### config.mk
export PLATFORM = sky130hd
export DESIGN_NAME = swmd_ram
export DESIGN_NICKNAME = d
export VERILOG_FILES = /design/src/swmd_ram.sv
export SDC_FILE = /design/constraint.sdc
export NUM_CORES = 1
export LEC_CHECK = 0
export BUFFER_PORTS_ARGS = -buffer_cell sky130_fd_sc_hd__buf_2
export CORE_MARGIN = 5
export CORE_UTILIZATION = 53
export DETAILED_ROUTE_END_ITERATION = 10
export HOLD_SLACK_MARGIN = 0.03
export PLACE_DENSITY = 0.71
export SLEW_MARGIN = 15
export SYNTH_ARGS = -nofsm -noshare
export SYNTH_HDL_FRONTEND = slang
export SYNTH_SLANG_ARGS = --single-unit
### constraint.sdc
create_clock -name clk -period 4.8 [get_ports clk]
set_clock_uncertainty 0.2 [all_clocks]
set_input_delay 0.96 -clock clk [delete_from_list [all_inputs] [get_ports clk]]
set_output_delay 0.96 -clock clk [all_outputs]
set_load 0.005 [all_outputs]
### src/swmd_ram.sv
// generic single write port ram with one registered read port
// no dependencies
module swmd_ram #(
  parameter int WIDTH = 8,
  parameter int DEPTH = 16
) (
  input  logic                     clk,
  input  logic                     we,
  input  logic [$clog2(DEPTH)-1:0] waddr,
  input  logic [WIDTH-1:0]         wdata,
  input  logic [$clog2(DEPTH)-1:0] raddr,
  output logic [WIDTH-1:0]         rdata
);

  logic [WIDTH-1:0] mem [DEPTH];

  always_ff @(posedge clk) begin
    if (we) begin
      mem[waddr] <= wdata;
    end
    rdata <= mem[raddr];
  end

endmodule

==> impl_results.md <==
- Outcome: finished clean
- Vias in the first global route: 2529
- Met1 usage: 25.3%
- Core box area: 9640 sq um
- Placed cells: 379
- Hold WC Path Type: reg2reg
- Largest net degree at the start of global routing: 33
- RePlAce Congestion: 0.766
- CP required: 4990 ps
- Die W: 109 microns
- Bufs and invs on worst path: 1
- Critical-path maximum fanout: 32
- TritonCTS Buffers: 17
- Post-CTS Hold Fix Bufs: 0
- DRT iter0 DRCs: 170
- First-pass GRT wire length: 14800 microns
- Antenna diodes: 0
- Final Hold Fails: 0
- Detail Route Antenna Nets: 0
- Crit share post-route: 55.4%
- Starting Density: 53.4%
- Final Non-Filler Cells: 411
- CP Launch Type: input port
- CTS Sinks: 136
- Worst setup path category: in2reg
- Clock-pin slew of the registers on the worst-case setup and hold paths: 60 ps
- Met2 Resource Use GR: 28.3%
- Share of cells above drive strength 1: 27.3%
- Slowest cell on crit path: buf_2
- Most common cell after layout, fill and taps aside: edfxtp_1
- Max-cap violation count: 0
- Leakage: 1.98 nW
- Post-synthesis sequential area ratio: 77.8%
- Final instance area: 5940 sq um
- Synth area leader: edfxtp_1
- CP max stage delay: 770 ps
- Layout fillers: 673
- Placed instance area: 5380 sq um
- Synth top area share: 74.7%
- Initial antenna violation count: 0
- Most frequent cells in the layout: edfxtp_1 (128), buf_2 (25), mux4_2 (18), a22oi_1 (16), clkbuf_16 (16)
- GR peak layer: met2
- VDD IR max: 249 uV
- Peak Freq: 376 MHz
- PwrDens: 449 nW/um^2
- # IOs: 26
- DRT Pass-1 Iters: 4
- #FFs+latches synth: 136
- Mean post-synth cell area: 22.5 sq um
- Setup tns final: 0 ps
- Syn Inst Count: 229
- Die Ht: 109 microns
- Critical Path End Type: flop
- Worst path arrival time: 2850 ps
- P&R area growth vs syn: 15.4%
- CP cell instances: buf_2 -> mux4_1 -> a22oi_1 -> nand2_1
- Synth warn: 0
- Detailed Route WL: 9760 microns
- Total GRT Usage: 18.5%
- H-tree Lvls: 4
- Final Max Tran Viols: 0
- Crit-path leading delay family: buffers and inverters
- Row count: 36
- Wire per inst: 23.8 microns
- PostCTS Resize Cnt: 0
- Total congestion overflow: 0
- Via/cell ratio: 5.84
- Layout Nets: 283
- Buffers on Ports: 25
- Final setup violation count: 0
- Worst-case clock buffer depth: 2
- Tmin final: 2660 ps
- RSZ-0062 raised after global routing: no
- Clk Latency, worst-skew pair: 510 ps
- Top post-synthesis cells by area: edfxtp_1 (75%), mux4_2 (7.9%), mux4_1 (7.1%), dfxtp_1 (3.1%), a22oi_1 (2.3%)
- Die ar.: 11800 sq um
- Setup bufs post-CTS: 0
- Worst slew pin tran: 1060 ps
- Synth cell types: 19
- Total number of vias: 2400
- Slew Limit Headroom: 29.6%
- Net count after synthesis: 247
- DR DRC count: 0
- Met3 usage: 5.91%
- DP HPWL: 5880 microns
- Mapped Area: 5150 sq um
- CTS tree: built
- CTS Root Cell: clkbuf_8
per-layer routing:
| metal | wire [microns] | vias to the layer above |
|---|---|---|
| li1 | - | 1045 |
| met1 | 4020 | 1246 |
| met2 | 4920 | 97 |
| met3 | 731 | 12 |
| met4 | 94 | 0 |
| met5 | 0 | - |
Yosys cell counts:
master             n
edfxtp_1         128
mux4_2            18
a22oi_1           16
mux4_1            14
nor2_1            13
nand2_1            9
dfxtp_1            8
nor3_1             4
buf_2              3
buf_6              3
clkdlybuf4s25_2    3
nand2b_1           2
nand3b_1           2
and2_1             1
and2b_1            1
buf_4              1
nand3_1            1
nor2b_1            1
or3b_2             1
state kept, by name, summed over array words and instances (netlist names):
signal  flops
mem       128
rdata       8
area by class of cell:
type | count | area [sq um] | share of cell area (%)
timing repair buffer | 27 | 140 | 2.36
clock buffer | 20 | 435 | 7.33
clock inverter | 12 | 128 | 2.15
tap | 133 | 166 | 2.80
sequential | 136 | 4000 | 67.4
multi-input combinational | 83 | 1070 | 18.0
kinds of logic (layout without fill, tap and decap cells):
logic type	Yosys count	in the layout	share of synthesized area, %
compound gates	16	16	2.33
buf+inv	10	59	1.68
flops	136	136	77.8
mux	32	32	15.0
simple gates	35	35	3.18
final timing paths:
kind / startpoint / to / slack (ps) / cells past startpoint
worst max-delay path: raddr[0] / rdata[3] / 2140 / 4
worst min-delay path: mem[14][3] / rdata[3] / 470 / 3
worst max register to register: mem[0][3] / rdata[3] / 3200 / 3
worst min register to register: mem[14][3] / rdata[3] / 470 / 3
power by group:
| group | switching (mW) | total [mW] | internal [mW] |
|---|---|---|---|
| combinational | 0.0668 | 0.114 | 0.0474 |
| sequential | 0.00746 | 1.34 | 1.33 |
| clock | 0.467 | 1.22 | 0.750 |
metrics by stage:
stage | util [%] | hold WS [ps] | worst slack, ps | power, mW
2_1_floorplan | - | 429 | 2150 | 1.43
3_3_place_gp | 55.7 | 445 | 1600 | 1.47
3_5_place_dp | 55.8 | 467 | 1580 | 1.48
4_1_cts | 61.6 | 480 | 2130 | 2.69
5_1_grt | 61.6 | 494 | 2020 | 2.75
6_report | 61.6 | 469 | 2140 | 2.67
tightest hold or removal path: stages (launching register included):
cell and delay [ps]:
edfxtp_1 310, mux4_2 220, a22oi_1 60, nand2_1 50
(Power assumes the default switching activity.)
