[src/swmd_pkg.sv]
// shared constants, types and state codes for the sliding window mean/deviation block
// no dependencies; every other file but swmd_ram imports this package
package swmd_pkg;

  localparam int RING_DEPTH = 1024;
  localparam int RING_AW    = $clog2(RING_DEPTH);

  localparam int SAMPLE_W   = 16;
  localparam int DEV_W      = 16;
  localparam int SUM_W      = 27;
  localparam int SQ_W       = 32;
  localparam int SQSUM_W    = 42;
  localparam int CNT_W      = 11;
  localparam int WLEN_W     = 10;
  localparam int CFG_IDX_W  = 4;
  localparam int CFG_DATA_W = 16;

  // shift-subtract unit
  localparam int ITER_W = SQSUM_W;
  localparam int REM_W  = 20;
  localparam int STEP_W = 6;

  localparam logic [CFG_IDX_W-1:0] REG_EVENT_MODE    = CFG_IDX_W'(0);
  localparam logic [CFG_IDX_W-1:0] REG_WINDOW_LENGTH = CFG_IDX_W'(1);
  localparam logic [WLEN_W-1:0]    WLEN_RESET        = WLEN_W'(256);

  typedef enum logic [3:0] {
    S_IDLE,
    S_SUM,
    S_DIV1_GO,
    S_DIV1,
    S_MUL,
    S_ACC,
    S_DIV2_GO,
    S_DIV2,
    S_SQRT_GO,
    S_SQRT,
    S_DONE
  } swmd_state_t;

  typedef enum logic {
    OP_DIV,
    OP_SQRT
  } iter_op_t;

  typedef struct packed {
    logic              start;
    iter_op_t          op;
    logic [STEP_W-1:0] steps;
  } iter_cmd_t;

endpackage

[src/swmd_iter.sv]
// shared shift-subtract unit: restoring division or digit-by-digit square root
// operand is left aligned; one quotient or root bit per cycle; depends on swmd_pkg
module swmd_iter (
  input  logic                   clk,
  input  logic                   rst_n,
  input  swmd_pkg::iter_cmd_t    cmd,
  input  logic [swmd_pkg::ITER_W-1:0] operand,
  input  logic [swmd_pkg::CNT_W-1:0]  divisor,
  output logic                   done,
  output logic [swmd_pkg::ITER_W-1:0] result
);
  import swmd_pkg::*;

  logic              busy_r;
  logic [STEP_W-1:0] cnt_r;
  logic              done_r;
  iter_op_t          op_r;
  logic [ITER_W-1:0] num_r;
  logic [REM_W-1:0]  rem_r;
  logic [ITER_W-1:0] q_r;
  logic [CNT_W-1:0]  div_r;

  logic [REM_W-1:0] shifted;
  logic [REM_W-1:0] trial;
  logic             ge;

  always_comb begin
    if (op_r == OP_SQRT) begin
      shifted = {rem_r[REM_W-3:0], num_r[ITER_W-1 -: 2]};
      trial   = {q_r[REM_W-3:0], 2'b01};
    end else begin
      shifted = {rem_r[REM_W-2:0], num_r[ITER_W-1]};
      trial   = REM_W'(div_r);
    end
    ge = (shifted >= trial);
  end

  always_ff @(posedge clk) begin
    if (!rst_n) begin
      busy_r <= 1'b0;
      cnt_r  <= '0;
      done_r <= 1'b0;
    end else begin
      done_r <= busy_r && (cnt_r == STEP_W'(1));
      if (cmd.start) begin
        busy_r <= 1'b1;
        cnt_r  <= cmd.steps;
      end else if (busy_r) begin
        cnt_r <= cnt_r - STEP_W'(1);
        if (cnt_r == STEP_W'(1)) begin
          busy_r <= 1'b0;
        end
      end
    end
  end

  always_ff @(posedge clk) begin
    if (cmd.start) begin
      op_r  <= cmd.op;
      num_r <= operand;
      div_r <= divisor;
      rem_r <= '0;
      q_r   <= '0;
    end else if (busy_r) begin
      rem_r <= ge ? (shifted - trial) : shifted;
      q_r   <= {q_r[ITER_W-2:0], ge};
      num_r <= (op_r == OP_SQRT) ? (num_r << 2) : (num_r << 1);
    end
  end

  assign done   = done_r;
  assign result = q_r;

endmodule

[config.mk]
export PLATFORM = sky130hd
export DESIGN_NAME = swmd_iter
export DESIGN_NICKNAME = d
export VERILOG_FILES = /design/src/swmd_pkg.sv /design/src/swmd_iter.sv
export SDC_FILE = /design/constraint.sdc
export NUM_CORES = 1
export LEC_CHECK = 0
export ABC_AREA = 0
export CORE_MARGIN = 4
export CORE_UTILIZATION = 55
export DETAILED_ROUTE_END_ITERATION = 7
export DONT_BUFFER_PORTS = 1
export PLACE_DENSITY = 0.82
export RECOVER_POWER = 25
export SETUP_SLACK_MARGIN = 0.15
export SLEW_MARGIN = 20
export SYNTH_ARGS = -nofsm -noshare
export SYNTH_HDL_FRONTEND = slang
export SYNTH_SLANG_ARGS = --single-unit
[constraint.sdc]
create_clock -name clk -period 4.9 [get_ports clk]
set_clock_uncertainty 0.05 [all_clocks]
set_input_delay 0.735 -clock clk [delete_from_list [all_inputs] [get_ports clk]]
set_output_delay 0.735 -clock clk [all_outputs]
set_load 0.01 [all_outputs]
==> metrics.md, run 1 <==
| Metric | Value |
|---|---|
| Combinational family with the most area after synthesis | `multiplexers` |
| Diodes inserted | `0` |
| Num ports | `106` |
| Final design utilization | `between 60% and 70%` |
| Initial drt markers | `298` |
| Commonest cells after routing, fill and taps aside | `mux2i_1, nand2_1, nor2_1` |
| Synth async-reset ratio | `0%` |
| Syn_area_per_cell | `around 10 µm²` |
| Flops & latches, synth | `roughly 120` |
| Final ANT Viol Nets | `0` |
| Launching element type of the critical path | `flip-flop` |
| Max Cap Viol | `1` |
| Core Box Area | `approximately 12000 µm²` |
| RSZ-0062 raised after global routing | `no` |
| Most Frequent Cell on Critical Path | `buf_4` |
| Adder-Cell Fraction of Synth Area | `between 4 and 5%` |
| Post-synth EDFFs | `54` |
| Clk pin slew, worst setup/hold paths | `~0.050 ns` |
| Commonest non-fill, non-tap cell in the layout | `mux2i_1` |
| Multiplexer share of the synthesized area | `roughly a fifth` |
| First-pass GRT wire length | `21700 µm` |
| Hold WC Path Type | `in -> reg` |
| Pin count of the biggest net entering global routing | `about 170` |
| Die X | `between 100 and 150 µm` |
| Routability cong. | `0.953` |
| Total GRT Usage | `between 20% and 30%` |
| Clock Sinks | `123` |
| Clk buf depth | `2` |
| WL per Instance | `~17 µm` |
| Setup TNS | `0 ns` |
| Post-route DRC | `0` |
| Worst EP required | `roughly 5 ns` |
| Mapped Area | `between 6000 and 7000 µm²` |
| Fin cells | `between 700 and 800` |
| Power density cells | `slightly above 500 nW/µm²` |
| Max frequency | `248 MHz` |
| Post-DP HPWL | `about 9200 µm` |
| CTS Root Cell | `clkbuf_16` |
| Critical path arrival | `4.28 ns` |
| Worst hold slack | `approximately 0.35 ns` |
| DR vias/cell | `a little under 6` |
| TritonCTS clock tree | `yes` |
| Worst-Skew Late Latency | `about 0.41 ns` |
| Critical Path End Type | `flip-flop` |
| Slowest stage delay, CP | `about 0.88 ns` |
| Postcts setup bufs | `0` |
| Post-synthesis compound-gate area fraction | `about an eighth` |
| Cell Chain, Critical Path | `buf_4 > mux2_2 > ha_1 > nand2_1 > or3_4 > o41ai_4 > or2_1 > buf_4 > o31a_1 > nor4b_1` |
| Layout area overhead | `10.3%` |
| Min cycle time layout | `roughly 4.0 ns` |
| Vias in the first global route | `about 4600` |
| Leakage power | `approximately 0.003 µW` |
| Yosys Warn Count | `0` |
| Synth cell types | `52` |
| Syn nets | `735` |
| Die footprint | `between 10000 and 15000 µm²` |
| Tcrit/Tclk final | `82.3%` |
| Die height | `roughly 120 µm` |
| Status | `finished with violations` |
| Nets | `721` |
| H-tree depth | `4` |
| Final Hold Viols | `0` |
| CP max stage cell | `edfxtp_1` |
| GRT overflow | `0` |
| Starting density of the core | `roughly 56%` |
| Post-Syn Instances | `649` |
| PostCTS Resize Cnt | `0` |
| IO buf count | `0` |
| Max-slew violations | `43` |
| Layout cells sized above 1 | `under 10%` |
| Synth Area in XOR/XNOR | `between 2 and 2.5%` |
| Synth Flop Type | `dfxtp_1` |
| Final-report setup violation count | `0` |
| CP Max Fanout | `20` |
| Initial antenna violation count | `0` |
| Final WL | `13300 µm` |
| CTS Buf Count | `17` |
| Hold Buf Count CTS | `0` |
| Vias | `around 4700` |
| Crit Path Category | `reg -> reg` |
| Placed Cells | `759` |
| Worst slew pin tran | `between 2 and 2.5 ns` |
| Rows | `39` |
| Worst vdd ir | `roughly 0.32 mV` |
| Slew HR | `-51.0%` |
| Violated checks | `capacitance limit, slew limit` |
| Post-Synth Simple-Gate Area | `12.2%` |
| Sequential-to-total area share from yosys stat | `between 40% and 50%` |
| First drt pass iteration count | `4` |
## through the flow
step | setup slack, ns | power, µW | cell area (µm²)
2_1_floorplan | 1.14 | 2290 | 6500
3_3_place_gp | 1.01 | 2440 | 6560
3_5_place_dp | 0.878 | 2470 | 6560
4_1_cts | 0.851 | 3740 | 7180
5_1_grt | 0.582 | 3930 | 7180
6_report | 0.867 | 3720 | 7180
## report_power, final
part	total [µW]	switching [µW]	internal, µW
Combinational	1210	685	525
Sequential	1260	71.6	1190
Clock	1250	415	836
## metal layers
metal,up-vias,GRT usage (%),part of all wire (%)
met5,-,0,0
li1,2321,-,-
met1,2177,25.9,45
met3,15,6.53,7.4
met2,140,31.7,46
met4,0,8.33,1.2
## logic make-up after synthesis
group,count (synthesis)
simple gates,186
compound gates,126
flops,123
mux,122
buf+inv,51
fa+ha+maj,23
xor+xnor,18
## state kept, by name, indices dropped and copies added (netlist names)
signal and cells:
num_r 42, result 42, rem_r 19, div_r 11, cnt_r 6, busy_r 1
done 1, op_r 1
## path summary, 6_finish.rpt
kind / slack, ns / cells after the start / start / to
worst max-delay path: 0.87 / 10 / op_r$_DFFE_PP_ / rem_r[17]$_SDFFE_PP0P_
worst min-delay path: 0.35 / 1 / cmd[7] / result[41]$_SDFFE_PP0P_
worst min register to register: 0.42 / 2 / rem_r[1]$_SDFFE_PP0P_ / rem_r[1]$_SDFFE_PP0P_
worst max register to register: 0.87 / 10 / op_r$_DFFE_PP_ / rem_r[17]$_SDFFE_PP0P_
## cells in the mapped netlist, drive strengths merged (2+ instances only)
master  count  area share [%]
and2        7            0.67
o211ai      2            0.23
nand4       6            0.58
a21oi      22             1.7
xnor2       7            0.94
edfxtp     54              25
nor2b       3            0.29
a311oi      2            0.27
nor3        4            0.31
o31ai       3            0.35
clkbuf     22             1.3
or3         2            0.27
a31oi       2            0.19
mux2i     103              16
mux2       19             3.3
dfxtp      69              21
o21ai      58             4.5
or2         3            0.29
inv        11            0.63
nand3       9            0.69
nor2       70             4.0
ha         22             4.2
and3        2            0.19
o21bai      3            0.35
xor2       11             1.5
a211oi     13             1.5
nand2      74             4.3
a21o        6            0.69
nand2b      4            0.38
buf        18             1.5
a32oi       3            0.40
## worst max-delay path: cells and delay by family (launching register included)
family	cells	cell delay [ns]
adder cells (fa/ha/maj)	1	0.39
AND/OR/NAND/NOR	4	1.15
AO/OA/AOI/OAI	2	0.47
flip-flops	1	0.88
buffers and inverters	2	0.60
multiplexers	1	0.38
## layout make-up
type,count,area (µm²)
tap,143,179
fill,942,4340
clock buffer,30,609
clock inverter,2,11.3
sequential,123,3000
inverter,11,41.3
timing repair buffer,7,48.8
multi-input combinational,475,3280
Note: power is estimated with default switching activity, not from simulation.
==> run 2: changes to the inputs <==
- PLACE_DENSITY: 0.82 -> 0.85
- clock period: 4.9 -> 3.5 ns (I/O delays scaled with it)
==> metrics.md, run 2 (synthesis gave the netlist of run 1 again) <==
| Metric | Value |
|---|---|
| Status | `finished with violations` |
| Violated checks | `capacitance limit, slew limit` |
| Pint | `3830 µW (+50%)` |
| GRT overflow | `0 (unchanged)` |
| Tcrit/Tclk final | `96.0% (+14 points)` |
| IO buf count | `0 (unchanged)` |
| Slew HR | `-1.69% (+49 points)` |
| Max frequency | `298 MHz (+20%)` |
| Fill cells | `873 (-7.3%)` |
| Met2 WL | `6620 µm (+7.0%)` |
| Final Hold Viols | `0 (unchanged)` |
| Sw frac | `31.2% (-0.32 points)` |
| Starting density of the core | `56.5% (unchanged)` |
| CTS Buf Count | `17 (unchanged)` |
| Num ports | `106 (unchanged)` |
| Final-report setup violation count | `0 (unchanged)` |
| Critical Path End Type | `flip-flop` |
| Cell Chain, Critical Path | `buf_4 > buf_16 > mux2_2 > ha_4 > nand4_1 > or3_4 > o41ai_4 > or2_4 > buf_6 > mux2i_2 > a211oi_1` |
| CP Max Fanout | `10 (-50%)` |
| Max Cap Viol | `1 (unchanged)` |
| Min cycle time layout | `3.36 ns (-0.675 ns)` |
| CP Capture Point | `rem_r[4]$_SDFFE_PP0P_` |
| Crit Path Category | `reg -> reg` |
| Combinational share of power | `34.6% (+2.1 points)` |
| Layout cells sized above 1 | `13.1% (+4.2 points)` |
| DR vias/cell | `5.93 (+0.81%)` |
| CP max stage cell | `o41ai_4` |
| CP startpoint | `op_r$_DFFE_PP_` |
| Post-route DRC | `0 (unchanged)` |
| WL per Instance | `17.6 µm (+4.6%)` |
| Fin cells | `799 (+1.0%)` |
| Slowest stage delay, CP | `0.47 ns (-0.41 ns)` |
| Nets | `729 (+1.1%)` |
| Commonest non-fill, non-tap cell in the layout | `mux2i_1` |
| Worst slew pin tran | `1.52 ns (-0.741 ns)` |
| Leakage power | `0.00301 µW (+2.4%)` |
| Launching element type of the critical path | `flip-flop` |
| TritonCTS clock tree | `yes` |
| Critical path arrival | `3.51 ns (-0.77 ns)` |
| Die height | `117 µm (unchanged)` |
| Hold Path Depth | `1 (unchanged)` |
| Worst vdd ir | `0.550 mV (+74%)` |
| Worst EP required | `3.65 ns (-1.50 ns)` |
| FF-to-FF path depth | `11 (+1)` |
| Post-DP HPWL | `9030 µm (-1.7%)` |
| Clk buf depth | `2 (unchanged)` |
| DR WL met3 | `1060 µm (+7.7%)` |
| HP Start | `cmd[7]` |
| Reg2reg end | `rem_r[4]$_SDFFE_PP0P_` |
| Pin count of the biggest net entering global routing | `166 (unchanged)` |
| Setup TNS | `0 ns (unchanged)` |
| RSZ-0062 raised after global routing | `no` |
| R2r setup slk | `0.14 ns (-0.73 ns)` |
| Die footprint | `13600 µm² (unchanged)` |
| Vias in the first global route | `4407 (-3.6%)` |
| Diodes inserted | `0 (unchanged)` |
| RR Startpoint | `op_r$_DFFE_PP_` |
| Clock share of power | `33.6% (about the same)` |
| Clock Sinks | `123 (unchanged)` |
| Clk pin slew, worst setup/hold paths | `0.06 ns (about the same)` |
| Layout area overhead | `13.8%` |
| H-tree depth | `4 (unchanged)` |
| Total GRT Usage | `20.2% (about the same)` |
| Proportion of power drawn by flip-flops and latches | `31.8% (-2.0 points)` |
| Routability cong. | `0.899 (-5.7%)` |
| Initial drt markers | `378 (+27%)` |
| Commonest cells after routing, fill and taps aside | `mux2i_1, nand2_1, nor2_1` |
| Hold WC Path Type | `in -> reg` |
| Worst-Skew Late Latency | `0.42 ns (about the same)` |
| CTS Root Cell | `clkbuf_16` |
| Final WL | `14100 µm (+5.7%)` |
| Vias | `4738 (+1.8%)` |
| First drt pass iteration count | `5 (+1)` |
| Initial antenna violation count | `0 (unchanged)` |
| Highest routing layer actually used | `met4` |
| Max-slew violations | `38 (-12%)` |
| DRT met1 WL | `6240 µm (+4.1%)` |
| Rows | `39 (unchanged)` |
| Core Box Area | `11500 µm² (unchanged)` |
| Final ANT Viol Nets | `0 (unchanged)` |
| Placed Cells | `760 (+0.13%)` |
| First-pass GRT wire length | `21300 µm (-1.7%)` |
| Die X | `117 µm (unchanged)` |
| P_sw | `1730 µW (+48%)` |
| Power density cells | `751 nW/µm² (+45%)` |
[run 2: cell count changes in the layout (fill, tap and decap cells not counted), sizes merged]
| cell | change |
|---|---|
| inv | -1 |
| bufinv | +4 |
| bufbuf | +1 |
| buf | +8 |
| clkbuf | -6 |
| clkinv | +2 |
[run 2: worst min path at each step]
stage	end	slack, ns
2_1_floorplan	rem_r[18]$_SDFFE_PP0P_	0.38
3_3_place_gp	rem_r[1]$_SDFFE_PP0P_	0.40
4_1_cts	result[3]$_SDFFE_PP0P_	0.11
5_1_grt	result[3]$_SDFFE_PP0P_	0.10
6_report	result[1]$_SDFFE_PP0P_	0.13
3_5_place_dp	rem_r[1]$_SDFFE_PP0P_	0.42
[run 2: timing repair]
action | CTS | global route
resized for setup | 3 | 22
setup buffers | 0 | 5
gates cloned | 2 | 0
pin swaps | 0 | 3
endpoints found under the setup margin | 9 | 16
hold buffers | 0 | 0
[run 2: area by class of cell]
class,count,area [µm²],area share (%)
clock inverters,7,135,1.82
multi-input cells,475,3370,45.5
clock buffers,25,497,6.71
flip-flops and latches,123,3000,40.6
inverters,11,41.3,0.558
repair buffers,15,178,2.40
well taps,143,179,2.42
[run 2: worst max-delay path: cells and delay by family (launching register included)]
family | cells | cell delay, ns
fa+ha+maj | 1 | 0.28
mux | 2 | 0.59
buf+inv | 3 | 0.43
flops | 1 | 0.43
compound gates | 2 | 0.58
simple gates | 3 | 0.76
[run 2: per-layer routing]
layer	vias to the layer above	track usage, %
met2	154	31.5
li1	2338	-
met5	-	0
met4	0	5.81
met1	2228	25.9
met3	18	8.55
[run 2: power groups by stage]
stage                     combinational (µW)  sequential [µW]  clock [µW]
after floorplan                         1460             1750           0
after global placement                  1620             1780           0
after detailed placement                1670             1790           0
after CTS                               1730             1760        1910
after global routing                    2100             1780        1970
final                                   1930             1770        1870
[run 2: through the flow]
| stage | total power [µW] | hold slack (ns) | instance area [µm²] | utilization, % | setup WS, ns |
|---|---|---|---|---|---|
| after floorplan | 3210 | 0.382 | 6510 | - | 0.184 |
| after global placement | 3400 | 0.403 | 6580 | 57.2 | 0.253 |
| after detailed placement | 3460 | 0.418 | 6580 | 57.2 | 0.0956 |
| after CTS | 5400 | 0.109 | 7290 | 63.3 | 0.169 |
| after global routing | 5850 | 0.103 | 7400 | 64.3 | 0.0463 |
| final | 5560 | 0.135 | 7400 | 64.3 | 0.141 |
==> run 3: changes to the inputs <==
- ABC_AREA: 0 -> 1
==> metrics.md, run 3 <==
| Metric | Value |
|---|---|
| Worst slew pin tran | `1.48 ns (-0.0450 ns)` |
| Syn nets | `965 (+31%)` |
| Syn_area_per_cell | `7.46 µm² (-26%)` |
| Setup WS post-layout | `0.383 ns (+0.242 ns)` |
| Worst-Skew Late Latency | `0.42 ns (about the same)` |
| Clk pin slew, worst setup/hold paths | `0.06 ns (about the same)` |
| Commonest non-fill, non-tap cell in the layout | `nand2_1` |
| Post-DP HPWL | `11200 µm (+24%)` |
| Slowest stage delay, CP | `0.41 ns (-0.06 ns)` |
| Worst vdd ir | `0.415 mV (-24%)` |
| CTS Root Cell | `clkbuf_16` |
| Clock Sinks | `123 (unchanged)` |
| Layout cells sized above 1 | `6.81% (-6.3 points)` |
| Post-Synth Simple-Gate Area | `24.8% (+13 points)` |
| Rows | `39 (unchanged)` |
| Pin count of the biggest net entering global routing | `64 (-61%)` |
| Core Box Area | `11600 µm² (+0.42%)` |
| H-tree depth | `4 (unchanged)` |
| Die footprint | `13700 µm² (+0.80%)` |
| Clk buf depth | `2 (unchanged)` |
| Post-synth top area cell | `edfxtp_1` |
| Mapped Area | `6560 µm² (+0.87%)` |
| Final design utilization | `62.3% (-2.0 points)` |
| Synth Flop Type | `dfxtp_1` |
| Final WL | `16600 µm (+18%)` |
| DR vias/cell | `5.78 (-2.5%)` |
| Max-slew violations | `0 (-100%)` |
| Post-synthesis compound-gate area fraction | `14.3% (+2.1 points)` |
| WP buf/inv | `4 (+1)` |
| Critical Path End Type | `flip-flop` |
| Max Cap Viol | `0 (-1)` |
| CTS Buf Count | `17 (unchanged)` |
| IO buf count | `0 (unchanged)` |
| Post-route DRC | `0 (unchanged)` |
| Leakage power | `0.00311 µW (+3.4%)` |
| Commonest cells after routing, fill and taps aside | `nand2_1, inv_1, a21oi_1` |
| RSZ-0062 raised after global routing | `no` |
| Synth async-reset ratio | `0% (unchanged)` |
| Synth cell types | `33 (-37%)` |
| Slew HR | `1.45% (+3.1 points)` |
| Power density cells | `809 nW/µm² (+7.8%)` |
| Layout area overhead | `9.86%` |
| Max frequency | `321 MHz (+7.8%)` |
| Nets | `954 (+31%)` |
| PostCTS Resize Cnt | `0 (-3)` |
| Total GRT Usage | `24.6% (+4.3 points)` |
| Min cycle time layout | `3.12 ns (-0.242 ns)` |
| CP Max Fanout | `41 (+31)` |
| Final Hold Viols | `0 (unchanged)` |
| Worst EP required | `3.81 ns (+0.16 ns)` |
| CP max stage cell | `edfxtp_1` |
| Yosys Warn Count | `0 (unchanged)` |
| Die X | `117 µm (+0.40%)` |
| Most Frequent Cell on Critical Path | `nand2_1` |
| Vias in the first global route | `5524 (+25%)` |
| Top cells by count, synth | `nand2_1, inv_1, a21oi_1` |
| Place WS | `0.239 ns (+0.144 ns)` |
| TritonCTS clock tree | `yes` |
| Top post-synthesis cells by area | `edfxtp_1, dfxtp_1, nand2_1, a21oi_1, inv_1` |
| Starting density of the core | `56.7% (+0.25 points)` |
| Initial antenna violation count | `0 (unchanged)` |
| Adder-Cell Fraction of Synth Area | `4.50% (-0.039 points)` |
| Post-Syn Instances | `879 (+35%)` |
| Hold WC Path Type | `in -> reg` |
| Sequential-to-total area share from yosys stat | `45.8% (-0.40 points)` |
| R2r setup slk | `0.38 ns (+0.24 ns)` |
| Tot Pwr | `5830 µW (+4.9%)` |
| Final-report setup violation count | `0 (unchanged)` |
| Hold Buf Count CTS | `0 (unchanged)` |
| Count leader, synth | `nand2_1` |
| Multiplexer share of the synthesized area | `0% (-19 points)` |
| Diodes inserted | `0 (unchanged)` |
| Die height | `117 µm (+0.40%)` |
| GRT overflow | `0 (unchanged)` |
| Launching element type of the critical path | `flip-flop` |
| First-pass GRT wire length | `26500 µm (+24%)` |
| Post-synth EDFFs | `54 (unchanged)` |
| First drt pass iteration count | `5 (unchanged)` |
| Final ANT Viol Nets | `0 (unchanged)` |
| Tcrit/Tclk final | `89.0% (-6.9 points)` |
| Crit Path Category | `reg -> reg` |
| Cell Chain, Critical Path | `buf_4 > buf_6 > o21ai_0 > inv_1 > ha_1 > nand2_2 > inv_2 > nand2_1 > nand2_1 > nand2_1 > nand3_1 > nor2_4 > nand2_4 > nor2_2 > nand2_1 > nand3_1` |
| Vias | `5918 (+25%)` |
| Critical path arrival | `3.42 ns (-0.09 ns)` |
| CP top delay family | `simple AND/OR/NAND/NOR gates` |
| Initial drt markers | `661 (+75%)` |
| Combinational family with the most area after synthesis | `simple AND/OR/NAND/NOR gates` |
| Status | `completed` |
| Synth Area in XOR/XNOR | `1.47% (-0.96 points)` |
| Postcts setup bufs | `0 (unchanged)` |
| Top-area cell type share of the netlist area | `24.7% (-0.21 points)` |
| Flops & latches, synth | `123 (unchanged)` |
| Routability cong. | `0.977 (+8.7%)` |
| WL per Instance | `16.2 µm (-8.0%)` |
| Setup TNS | `0 ns (unchanged)` |
| Num ports | `106 (unchanged)` |
run 3: cell families (layout without fill, tap and decap cells):
group,Yosys count,count (layout)
buffers and inverters,155,156
XOR/XNOR,11,11
AO/OA/AOI/OAI,175,175
AND/OR/NAND/NOR,392,393
flip-flops,123,123
adder cells (fa/ha/maj),23,23
run 3: where the power goes:
| group | total, µW | internal [µW] | switching, µW |
|---|---|---|---|
| logic | 2380 | 760 | 1620 |
| clock network | 1630 | 982 | 645 |
| registers | 1820 | 1700 | 118 |
run 3: layer usage:
layer | global-route usage (%) | routed length (µm) | share of wire [%]
met5 | 0 | 0 | 0
met2 | 36.7 | 7540 | 45
met4 | 11.9 | 621 | 3.7
met3 | 6.68 | 1510 | 9.1
met1 | 33.1 | 6930 | 42
run 3: final cells by class:
type | count | area [µm²]
clock buffer | 22 | 485
sequential | 123 | 3000
multi-input combinational | 602 | 2970
timing repair buffer | 10 | 78.8
clock inverter | 10 | 63.8
inverter | 114 | 428
tap | 143 | 179
fill | 944 | 4360
run 3: path summary, 6_finish.rpt:
kind,from,to,depth (start not counted)
worst max-delay path,op_r$_DFFE_PP_,rem_r[7]$_SDFFE_PP0P_,16
worst min-delay path,divisor[6],div_r[6]$_DFFE_PP_,0
worst max register to register,op_r$_DFFE_PP_,rem_r[7]$_SDFFE_PP0P_,16
worst min register to register,rem_r[13]$_SDFFE_PP0P_,rem_r[13]$_SDFFE_PP0P_,2
run 3: per-stage QoR:
step | std cells | area [µm²] | hold slack (ns)
floorplan | 879 | 6560 | 0.376
global placement | 991 | 6640 | 0.386
detailed placement | 991 | 6640 | 0.394
CTS | 1023 | 7190 | 0.141
global route | 1024 | 7210 | 0.137
finish | 1024 | 7210 | 0.149
